File: src/rtl/core/pfc_pkg.sv
// ============================================================================
// pfc_pkg
// Types, format codes and helpers for the pixel format converter.
// ============================================================================
`default_nettype none

package pfc_pkg;

    localparam int unsigned FMT_W  = 3;
    localparam int unsigned BYTE_W = 8;

    localparam logic [FMT_W-1:0] FMT_RGB  = 3'd0;
    localparam logic [FMT_W-1:0] FMT_BGR  = 3'd1;
    localparam logic [FMT_W-1:0] FMT_RGBA = 3'd2;
    localparam logic [FMT_W-1:0] FMT_BGRA = 3'd3;
    localparam logic [FMT_W-1:0] FMT_GRAY = 3'd4;
    localparam logic [FMT_W-1:0] FMT_NV12 = 3'd5;

    localparam logic CFG_SOURCE_FORMAT = 1'b0;
    localparam logic CFG_TARGET_FORMAT = 1'b1;

    localparam logic STATUS_OK          = 1'b0;
    localparam logic STATUS_UNSUPPORTED = 1'b1;

    typedef logic [BYTE_W-1:0] t_byte;

    typedef struct packed {
        t_byte in_byte0;
        t_byte in_byte1;
        t_byte in_byte2;
        t_byte in_byte3;
        t_byte chroma_u;
        t_byte chroma_v;
    } t_pix_in;

    typedef struct packed {
        t_byte out_byte0;
        t_byte out_byte1;
        t_byte out_byte2;
        t_byte out_byte3;
        logic  status;
    } t_pix_out;

    typedef struct packed {
        t_byte r;
        t_byte g;
        t_byte b;
    } t_rgb;

    // Clamp a signed sum to 0..255.
    function automatic t_byte sat_byte(input logic signed [10:0] v);
        t_byte res;
        if (v < 11'sd0) begin
            res = 8'd0;
        end else if (v > 11'sd255) begin
            res = 8'd255;
        end else begin
            res = v[7:0];
        end
        return res;
    endfunction

    // Bytes per pixel for the color formats (gray and nv12 copy one byte).
    function automatic logic [2:0] copy_bytes(input logic [FMT_W-1:0] fmt);
        logic [2:0] n;
        case (fmt)
            FMT_RGB, FMT_BGR:   n = 3'd3;
            FMT_RGBA, FMT_BGRA: n = 3'd4;
            default:            n = 3'd1;
        endcase
        return n;
    endfunction

    // Red sits at byte 2 for the bgr orders, at byte 0 otherwise.
    function automatic logic red_high(input logic [FMT_W-1:0] fmt);
        return (fmt == FMT_BGR) || (fmt == FMT_BGRA);
    endfunction

    function automatic logic has_alpha(input logic [FMT_W-1:0] fmt);
        return (fmt == FMT_RGBA) || (fmt == FMT_BGRA);
    endfunction

endpackage

`default_nettype wire

File: src/rtl/core/pfc_yuv2rgb.sv
// ============================================================================
// pfc_yuv2rgb
// Fixed-point NV12 (BT.601) to RGB, floor shift by 10, clamped to 0..255.
// ============================================================================
`default_nettype none

module pfc_yuv2rgb (
    input  wire pfc_pkg::t_byte i_y,
    input  wire pfc_pkg::t_byte i_u,
    input  wire pfc_pkg::t_byte i_v,
    output pfc_pkg::t_rgb       o_rgb
);

    logic signed [8:0]  u_s;
    logic signed [8:0]  v_s;
    logic signed [19:0] prod_r;
    logic signed [19:0] prod_g;
    logic signed [19:0] prod_b;
    logic signed [10:0] d_r;
    logic signed [10:0] d_g;
    logic signed [10:0] d_b;
    logic signed [10:0] y_s;

    assign u_s = $signed({1'b0, i_u}) - 9'sd128;
    assign v_s = $signed({1'b0, i_v}) - 9'sd128;

    assign prod_r = 20'(v_s) * 20'sd1436;
    assign prod_g = 20'(u_s) * 20'sd352 + 20'(v_s) * 20'sd731;
    assign prod_b = 20'(u_s) * 20'sd1815;

    // arithmetic shift gives the floor
    assign d_r = 11'(prod_r >>> 10);
    assign d_g = 11'(prod_g >>> 10);
    assign d_b = 11'(prod_b >>> 10);

    assign y_s = $signed({3'b000, i_y});

    assign o_rgb.r = pfc_pkg::sat_byte(y_s + d_r);
    assign o_rgb.g = pfc_pkg::sat_byte(y_s - d_g);
    assign o_rgb.b = pfc_pkg::sat_byte(y_s + d_b);

endmodule

`default_nettype wire

File: src/rtl/core/pfc_convert.sv
// ============================================================================
// pfc_convert
// Per-pixel conversion selected by source and target format codes.
// ============================================================================
`default_nettype none

module pfc_convert (
    input  wire logic [pfc_pkg::FMT_W-1:0] i_src_fmt,
    input  wire logic [pfc_pkg::FMT_W-1:0] i_tgt_fmt,
    input  wire pfc_pkg::t_pix_in          i_pix,
    output pfc_pkg::t_pix_out              o_pix
);

    pfc_pkg::t_rgb  yuv_rgb;
    pfc_pkg::t_byte src [4];
    pfc_pkg::t_byte dst [4];
    pfc_pkg::t_byte c_r;
    pfc_pkg::t_byte c_g;
    pfc_pkg::t_byte c_b;
    pfc_pkg::t_byte c_a;
    pfc_pkg::t_byte l_r;
    pfc_pkg::t_byte l_b;
    logic [15:0]    luma_sum;
    logic [2:0]     n_copy;
    logic           status;

    pfc_yuv2rgb u_yuv2rgb (
        .i_y   (i_pix.in_byte0),
        .i_u   (i_pix.chroma_u),
        .i_v   (i_pix.chroma_v),
        .o_rgb (yuv_rgb)
    );

    assign src[0] = i_pix.in_byte0;
    assign src[1] = i_pix.in_byte1;
    assign src[2] = i_pix.in_byte2;
    assign src[3] = i_pix.in_byte3;

    // channels of a color source in r, g, b, a order
    always_comb begin
        c_g = src[1];
        if (pfc_pkg::red_high(i_src_fmt)) begin
            c_r = src[2];
            c_b = src[0];
        end else begin
            c_r = src[0];
            c_b = src[2];
        end
        c_a = pfc_pkg::has_alpha(i_src_fmt) ? src[3] : 8'd255;
        if (i_src_fmt == pfc_pkg::FMT_GRAY) begin
            c_r = src[0];
            c_g = src[0];
            c_b = src[0];
        end else if (i_src_fmt == pfc_pkg::FMT_NV12) begin
            c_r = yuv_rgb.r;
            c_g = yuv_rgb.g;
            c_b = yuv_rgb.b;
        end
    end

    // luma taps the source bytes directly, never the yuv path
    assign l_r = pfc_pkg::red_high(i_src_fmt) ? src[2] : src[0];
    assign l_b = pfc_pkg::red_high(i_src_fmt) ? src[0] : src[2];

    assign luma_sum = 16'd77 * 16'(l_r) + 16'd150 * 16'(src[1]) + 16'd29 * 16'(l_b)
                    + 16'd128;
    assign n_copy   = pfc_pkg::copy_bytes(i_src_fmt);

    always_comb begin
        for (int i = 0; i < 4; i++) begin
            dst[i] = 8'd0;
        end
        status = pfc_pkg::STATUS_OK;
        if (i_src_fmt > pfc_pkg::FMT_NV12 || i_tgt_fmt > pfc_pkg::FMT_NV12) begin
            status = pfc_pkg::STATUS_UNSUPPORTED;
        end else if (i_src_fmt == i_tgt_fmt) begin
            for (int i = 0; i < 4; i++) begin
                if (3'(i) < n_copy) begin
                    dst[i] = src[i];
                end
            end
        end else if (i_tgt_fmt == pfc_pkg::FMT_NV12) begin
            status = pfc_pkg::STATUS_UNSUPPORTED;
        end else if (i_tgt_fmt == pfc_pkg::FMT_GRAY) begin
            dst[0] = (i_src_fmt == pfc_pkg::FMT_NV12) ? src[0] : luma_sum[15:8];
        end else begin
            dst[1] = c_g;
            if (pfc_pkg::red_high(i_tgt_fmt)) begin
                dst[0] = c_b;
                dst[2] = c_r;
            end else begin
                dst[0] = c_r;
                dst[2] = c_b;
            end
            if (pfc_pkg::has_alpha(i_tgt_fmt)) begin
                dst[3] = c_a;
            end
        end
    end

    assign o_pix.out_byte0 = dst[0];
    assign o_pix.out_byte1 = dst[1];
    assign o_pix.out_byte2 = dst[2];
    assign o_pix.out_byte3 = dst[3];
    assign o_pix.status    = status;

endmodule

`default_nettype wire

File: src/rtl/core/pixel_format_converter_top.sv
// ============================================================================
// pixel_format_converter_top
// Pixel format converter: input register, conversion logic, result register.
// ============================================================================
//  channel | direction | handshake                  | payload
//  in      | input     | i_in_valid / o_in_ready    | i_in_data  (t_pix_in)
//  out     | output    | o_out_valid / i_out_ready  | o_out_data (t_pix_out)
//  cfg     | input     | i_cfg_we                   | i_cfg_idx, i_cfg_data
//
//  One beat per clock while the output is taken; input then result register.
//  The rate is set by the single conversion stage between the two registers.
//  Reset clears the valid flags and both format registers to rgb.
//  A stalled result holds in the output register; the input register still
//  fills, and both stages drain together once the output is taken.
// ============================================================================
`default_nettype none

module pixel_format_converter_top (
    input  wire logic                          i_clk,
    input  wire logic                          i_rst_n,
    input  wire logic                          i_cfg_we,
    input  wire logic                          i_cfg_idx,
    input  wire logic [pfc_pkg::FMT_W-1:0]     i_cfg_data,
    input  wire logic                          i_in_valid,
    output logic                               o_in_ready,
    input  wire pfc_pkg::t_pix_in              i_in_data,
    output logic                               o_out_valid,
    input  wire logic                          i_out_ready,
    output pfc_pkg::t_pix_out                  o_out_data
);

    logic [pfc_pkg::FMT_W-1:0] r_src_fmt;
    logic [pfc_pkg::FMT_W-1:0] r_tgt_fmt;
    logic                      r_in_valid;
    pfc_pkg::t_pix_in          r_in_data;
    logic                      r_out_valid;
    pfc_pkg::t_pix_out         r_out_data;
    logic                      n_in_valid;
    logic                      n_out_valid;
    pfc_pkg::t_pix_out         conv_pix;
    logic                      out_free;
    logic                      advance;

    assign out_free   = !r_out_valid || i_out_ready;
    assign advance    = r_in_valid && out_free;
    assign o_in_ready = !r_in_valid || out_free;

    assign n_in_valid  = (i_in_valid && o_in_ready) || (r_in_valid && !out_free);
    assign n_out_valid = advance || (r_out_valid && !i_out_ready);

    always_ff @(posedge i_clk) begin
        if (!i_rst_n) begin
            r_src_fmt   <= pfc_pkg::FMT_RGB;
            r_tgt_fmt   <= pfc_pkg::FMT_RGB;
            r_in_valid  <= 1'b0;
            r_out_valid <= 1'b0;
        end else begin
            if (i_cfg_we) begin
                case (i_cfg_idx)
                    pfc_pkg::CFG_SOURCE_FORMAT: r_src_fmt <= i_cfg_data;
                    pfc_pkg::CFG_TARGET_FORMAT: r_tgt_fmt <= i_cfg_data;
                    default: ;
                endcase
            end
            r_in_valid  <= n_in_valid;
            r_out_valid <= n_out_valid;
        end
    end

    always_ff @(posedge i_clk) begin
        if (i_in_valid && o_in_ready) begin
            r_in_data <= i_in_data;
        end
        if (advance) begin
            r_out_data <= conv_pix;
        end
    end

    pfc_convert u_convert (
        .i_src_fmt (r_src_fmt),
        .i_tgt_fmt (r_tgt_fmt),
        .i_pix     (r_in_data),
        .o_pix     (conv_pix)
    );

    assign o_out_valid = r_out_valid;
    assign o_out_data  = r_out_data;

`ifndef ASSERT_OFF
    a_unsupported_zero : assert property (@(posedge i_clk) disable iff (!i_rst_n)
        r_out_valid && r_out_data.status |->
            (r_out_data.out_byte0 == 8'd0) && (r_out_data.out_byte1 == 8'd0) &&
            (r_out_data.out_byte2 == 8'd0) && (r_out_data.out_byte3 == 8'd0))
        else $error("unsupported result carries nonzero bytes");

    a_empty_ready : assert property (@(posedge i_clk) disable iff (!i_rst_n)
        !r_in_valid |-> o_in_ready)
        else $error("input stage empty but not ready");

    a_out_from_in : assert property (@(posedge i_clk) disable iff (!i_rst_n)
        $rose(r_out_valid) |-> $past(r_in_valid))
        else $error("result beat without a pending input");

    a_stage_hold : assert property (@(posedge i_clk) disable iff (!i_rst_n)
        r_in_valid && !out_free |=> r_in_valid && $stable(r_in_data))
        else $error("input stage lost a beat while blocked");
`endif

endmodule

`default_nettype wire

File: config.mk
export PLATFORM = sky130hd
export DESIGN_NAME = pixel_format_converter_top
export DESIGN_NICKNAME = d
export VERILOG_FILES = /design/src/rtl/core/pfc_pkg.sv /design/src/rtl/core/pfc_yuv2rgb.sv /design/src/rtl/core/pfc_convert.sv /design/src/rtl/core/pixel_format_converter_top.sv
export SDC_FILE = /design/constraint.sdc
export NUM_CORES = 1
export LEC_CHECK = 0
export ABC_AREA = 1
export BUFFER_PORTS_ARGS = -buffer_cell sky130_fd_sc_hd__buf_2
export CAP_MARGIN = 20
export CORE_UTILIZATION = 60
export CTS_BUF_LIST = sky130_fd_sc_hd__clkbuf_2 sky130_fd_sc_hd__clkbuf_4 sky130_fd_sc_hd__clkbuf_8
export CTS_CLUSTER_SIZE = 16
export DETAILED_ROUTE_END_ITERATION = 10
export PLACE_DENSITY = 0.79
export SLEW_MARGIN = 5
export SYNTH_ARGS = -nofsm -noshare
export SYNTH_HDL_FRONTEND = slang
export SYNTH_SLANG_ARGS = --single-unit
File: constraint.sdc
create_clock -name i_clk -period 8.8 [get_ports i_clk]
set_input_delay 1.32 -clock i_clk [delete_from_list [all_inputs] [get_ports i_clk]]
set_output_delay 1.32 -clock i_clk [all_outputs]
set_load 0.05 [all_outputs]
After elaboration in Yosys (flattened, before gate mapping)
Cells that the tools add are included.

$add $sub $neg: 9. Multipliers: 7. Divide/modulo/power cells: 0. Order comparisons: 12. Eq/ne operators: 11. Shifts and indexed selects: 0. Mux-type cells: 30. Bitwise logic cells: 1. Reduce and logical (&&, ||, !) cells: 22.

Operators by type and width (number): $mux 8 (24); $mux 32 (2); $gt 11x9->1 const B (3); $lt 11x1->1 const B (3); $mul 7x8->15 const A (2); $mux 24 (1); $add 9x10->11 (2); $add 19x20->20 (1); $mul 9x11->20 const B (1); $mul 9x12->20 const B (1); $mul 9x10->18 const B (1); $sub 8x8->9 const B (2); $add 15x16->16 (1); $add 16x13->16 (1); $add 16x8->16 const B (1); $mul 9x5->14 const B (1); $mul 5x8->13 const A (1); $eq 3x2->1 const B (4); $eq 3x3->1 const B (4); $sub 9x10->11 (1); $logic_or 1x1->1 (9); $eq 3x1->1 const B (2); $gt 3x3->1 const B (2); $lt 1x3->1 const A (2); other kinds (10) (20).

Flip-flop bits (word level): 89. Bits in latches: 0. RAM bits: 0. ROM bits: 0. Bits of input ports: 57. Output and inout port bits: 35. Memories kept: 0.

Depth between registers and ports, before layout
Depth in word-level cells: 12. Gate-level depth with buffers: 39. Depth with buffers taken out: 39.

Modules after synthesis
A second synthesis with hierarchy kept.

Cell total of the unflattened synthesis: 1859. Area total of the unflattened synthesis: 15260.9 sq um.

Modules (own cells, without submodules): pfc_yuv2rgb (instances 1, cells each 1014, area an instance 7493.4 sq um); pfc_convert (instances 1, cells each 716, area an instance 4998.5 sq um); pixel_format_converter_top (instances 1, cells each 129, area an instance 2768.9 sq um).

Worst setup path before layout
OpenSTA, ideal clock, no wires.

Path kind: flip-flop to flip-flop. Start: register r_in_data[36] (netlist name). End: register r_out_data, in the netlist o_out_data[32], data pin. Setup time: 255 ps. Arrival: 6252 ps. Path slack: 2294 ps. Stages on the path, launching flop included: 29. Period minus slack after synthesis: 6506 ps. Cells stage by stage: edfxtp_1 ha_1 ha_1 inv_1 fa_1 fa_1 inv_1 ha_1 inv_1 xor2_1 fa_1 fa_1 fa_1 inv_1 fa_1 ha_1 ha_1 a21oi_1 o21ai_0 inv_1 nor2_1 nor3_1 nand3_1 nand2_1 nand2_1 nand3_1 nand2_1 nand3b_1 a21oi_2.

Word-level cells in the longest chain between the ends: 8.

Ends and longest elaborated chain: start: declaration (RTL line pixel_format_converter_top.sv:35) `pfc_pkg::t_pix_in r_in_data;`; start signal: assignment (RTL line pixel_format_converter_top.sv:72) `r_in_data <= i_in_data;`; $mul 7x8->15 (RTL line pfc_convert.sv:65) `assign luma_sum = 16'd77 * 16'(l_r) + 16'd150 * 16'(src[1]) + 16'd29 * 16'(l_b)`; $add 15x16->16 (RTL line pfc_convert.sv:65); $add 16x13->16 (RTL line pfc_convert.sv:65); $add 16x8->16 (RTL line pfc_convert.sv:66) `+ 16'd128;`; $mux 8 (RTL line pfc_convert.sv:85) `dst[0] = (i_src_fmt == pfc_pkg::FMT_NV12) ? src[0] : luma_sum[15:8];`; $mux 8 (RTL line pfc_convert.sv:84) `end else if (i_tgt_fmt == pfc_pkg::FMT_GRAY) begin`; $mux 32 (RTL line pfc_convert.sv:82) `end else if (i_tgt_fmt == pfc_pkg::FMT_NV12) begin`; $mux 32 (RTL line pfc_convert.sv:76) `end else if (i_src_fmt == i_tgt_fmt) begin`; end signal: assignment (RTL line pixel_format_converter_top.sv:75) `r_out_data <= conv_pix;`; end: declaration (RTL line pixel_format_converter_top.sv:37) `pfc_pkg::t_pix_out r_out_data;`.

No other way between the ends. A chain may end at the register's enable or synchronous reset.

Worst setup path after layout
Start: register r_src_fmt[2] (netlist name). End: register r_out_data, in the netlist o_out_data[32], data pin.

Word-level cells in the longest chain between the ends: 11. Elaborated cells on any way between the ends: 31. Classes of those cells: add/sub: 3; mul: 2; order compare: 2; eq/ne: 6; mux: 13; reduce/logical: 5.

Ends and longest elaborated chain: start: declaration (RTL line pixel_format_converter_top.sv:32) `logic [pfc_pkg::FMT_W-1:0] r_src_fmt;`; start signal: assignment (RTL line pixel_format_converter_top.sv:53) `r_src_fmt <= pfc_pkg::FMT_RGB;`; start signal: assignment (RTL line pixel_format_converter_top.sv:60) `pfc_pkg::CFG_SOURCE_FORMAT: r_src_fmt <= i_cfg_data;`; $eq 3x1->1 or $eq 3x2->1 (tied branches) (RTL line pfc_pkg.sv:66, pfc_pkg.sv:76); $logic_or 1x1->1 (RTL line pfc_pkg.sv:76) `return (fmt == FMT_BGR) || (fmt == FMT_BGRA);`; $mux 8 (RTL line pfc_convert.sv:42, pfc_convert.sv:62); $mul 7x8->15 (RTL line pfc_convert.sv:65); $add 15x16->16 (RTL line pfc_convert.sv:65); $add 16x13->16 (RTL line pfc_convert.sv:65); $add 16x8->16 (RTL line pfc_convert.sv:66); $mux 8 (RTL line pfc_convert.sv:85); $mux 8 (RTL line pfc_convert.sv:84); $mux 32 (RTL line pfc_convert.sv:82); $mux 32 (RTL line pfc_convert.sv:76).

Parallel ways exist; a longest one is shown, timed or not.

==> out/qor.yml <==
outcome:
  status: "finished clean"
setup_path:
  cp-start-kind: "flop"
  critical_path_required_ns: 8.94
  cp_common_cell: "fa_1"
  crit_fanout: 32
  end_kind: "flop"
  critPathSlowestCell: "o21ai_0"
  arrival_ns: 7.20
  path_cells: "inv_1 > nand2_1 > o21ai_0 > fa_1 > fa_1 > fa_1 > inv_1 > fa_1 > inv_1 > fa_1 > ha_1 > ha_1 > a21oi_1 > o21ai_0 > inv_1 > nor2_1 > nor3_1 > nand3_1 > nand2_1 > nand2_1 > nand3_1 > nand2_1 > nand3b_1 > a21oi_2"
  worstSetupPathType: "reg2reg"
  r2r_cells: 24
  cp_slowest_stage_delay_ns: 1.00
detailed_routing:
  vias: 12170
  ant_nets: 0
  drc: 0
  firstDrtPassIters: 7
  routed_wl_um: 35740
  viasPerCell: 5.437
  dr.first_iter.drc_count: 759
  wl_per_cell_um: 15.96
placed_design:
  place_inst: 2220
  hpwl_um: 29870
  gp_congestion: 0.9787
  place_ws_ns: 1.782
  port_buffers: 91
synthesis:
  syn_area_per_cell_um2: 8.281
  syn_area_um2: 14990
  synth_top_cell_area_share_pct: 24.21
  synthCells: 1810
  synth_nets: 2292
  synth_seq_cells: 89
  async_reset_ff_share_pct: 0
  synth_cell_types: 50
  synth_edf_count: 81
  ys_seq_area_share_pct: 17.30
  synth_top_area_cell: "ha_1"
  ys_warn_count: 0
  synthFlopType: "edfxtp_1"
  synth_area_leaders: "ha_1 24%, fa_1 18%, edfxtp_1 16%, inv_1 10%, nand2_1 8.0%"
cts:
  root_buffer: "clkbuf_8"
  ctsResizeCount: 0
  cts_setup_buffers: 0
  numCtsBuffers: 9
  clkSinkCount: 89
  htreeDepth: 3
  clkTransAtPathRegs_ns: 0.12
  worstSkewPairLatency_ns: 0.40
  hold_buffers: 0
  cts_tree: "built"
  clk_path_buf_depth: 2
final_layout:
  fillers: 2042
  multi_input_area_um2: 10760
  areaGrowthSynthToFinish_pct: 7.171
  drive_gt1_share_pct: 9.352
  regArea_um2: 2592
  final-instance-count-excl-fill: 2239
  layout.nets: 2391
global_routing:
  grt_pass1_wl_um: 58600
  grt_max_degree: 49
  grt_antenna_before_repair: 1
  grt_overflow_total: 0
  grtUsageTotal_pct: 28.70
  grt_pass1_vias: 12360
hold_path:
  hp-class: "reg2reg"
  worstHoldPathCells: 2
timing:
  finalHoldViolCount: 0
  setup_viol: 0
  layout_setup_ws_ns: 1.737
  worstMarginPinSlew_ns: 0.9680
  post-route-period-util_pct: 80.26
  period_needed_ns: 7.063
  relSlewSlack_pct: 34.78
  grt_setup_unrepaired: "false"
  fmax_mhz: 141.6
  finalClockSkew_ns: 0.01975
  drv_slew: 0
  fin_tns_setup_ns: 0
run:
  drv_cap: 0
floorplanning:
  fp.dieW_um: 160.1
  die_y_um: 160.1
  start_util_pct: 61.45
  io_pins: 92
  design.die.area_um2: 25620
  coreArea_um2: 24390
  rows: 57
[per-stage QoR]
stage / utilization, % / hold WS [ns] / cell area (um2)
2_1_floorplan: - / 0.4491 / 14990
5_1_grt: 65.85 / 0.5692 / 16060
6_report: 65.86 / 0.5407 / 16060
4_1_cts: 65.75 / 0.5407 / 16040
3_5_place_dp: 64.96 / 0.5251 / 15840
3_3_place_gp: 64.96 / 0.5089 / 15840
[cell families (layout without fill, tap and decap cells)]
logic type | count (synthesis) | count (layout) | synth area share, %
buffers and inverters | 431 | 535 | 11.05
and+or+nand+nor | 552 | 552 | 15.95
xor gates and xnor gates | 71 | 71 | 4.149
adders and majority gates | 425 | 425 | 42.24
other | 0 | 1 | 0
AOI/OAI and AO/OA | 242 | 242 | 9.315
DFF | 89 | 89 | 17.30
[cell usage in the layout (no fill, tap or decap), types with 4 or more instances in the layout]
master,Yosys,routed
nand2_2,11,11
nand4_1,12,12
xor2_1,40,40
o21ai_2,4,4
nor2_2,4,4
nand2_1,320,320
nand3_1,77,77
o21ai_0,57,57
fa_1,135,135
buf_4,2,9
nor2_1,94,94
dfxtp_1,8,8
nor3_1,7,7
a31oi_1,9,9
buf_2,1,92
inv_2,3,4
inv_1,412,411
a21oi_2,12,12
xnor2_1,31,31
clkbuf_8,2,9
a21oi_1,118,117
o21bai_1,13,13
o211ai_1,6,6
edfxtp_1,81,81
ha_1,290,290
o21ai_1,8,8
nand3b_1,5,5
or2_2,6,6
nand3_2,7,7
[per-layer routing]
metal	vias up	track usage [%]	part of all wire, %
met5	-	0	0
met4	0	12.38	4.1
met3	92	3.273	4.6
met2	362	52.29	50
met1	5741	33.98	41
li1	5979	-	-
[sequential cells by signal, indices dropped and copies added (netlist names)]
register and cells:
o_out_data 33, o_out_valid 1, r_in_data 48, r_in_valid 1, r_src_fmt 3, r_tgt_fmt 3
[cell type report]
class                           instances  area share, %
Timing Repair Buffer                  102          3.411
Multi-Input combinational cell       1290          66.97
Sequential cell                        89          16.14
Clock buffer                            9         0.7711
Inverter                              417          9.744
Clock inverter                          7         0.4284
Tap cell                              324          2.524
Antenna cell                            1        0.01558
[synth_stat cells (all sizes together), types with 2 or more instances]
master	number
a211oi	4
a21o	2
a21oi	132
a31oi	9
and2	2
buf	3
clkbuf	10
clkinv	2
dfxtp	8
edfxtp	81
fa	135
ha	290
inv	415
nand2	332
nand3	86
nand3b	5
nand4	13
nor2	98
nor3	7
nor4	2
o211ai	7
o21a	4
o21ai	69
o21bai	13
or2	6
xnor2	31
xor2	40
[worst max-delay path, delay by kind of cell (launching register included)]
kind | cells | cell delay (ns)
and+or+nand+nor | 9 | 1.39
AOI/OAI and AO/OA | 4 | 1.36
adders and majority gates | 7 | 3.32
buffers and inverters | 4 | 0.39
DFF | 1 | 0.33
[final timing paths]
kind,startpoint,to,slack (ns)
setup / recovery,r_src_fmt[2],o_out_data[32],1.74
hold / removal,r_in_valid,o_out_valid,0.54
setup reg to reg,r_src_fmt[2],o_out_data[32],1.74
hold reg to reg,r_in_valid,o_out_valid,0.54
Power is not shown: default switching activity piles up to over one toggle a cycle in this logic, so the estimate is an artifact.
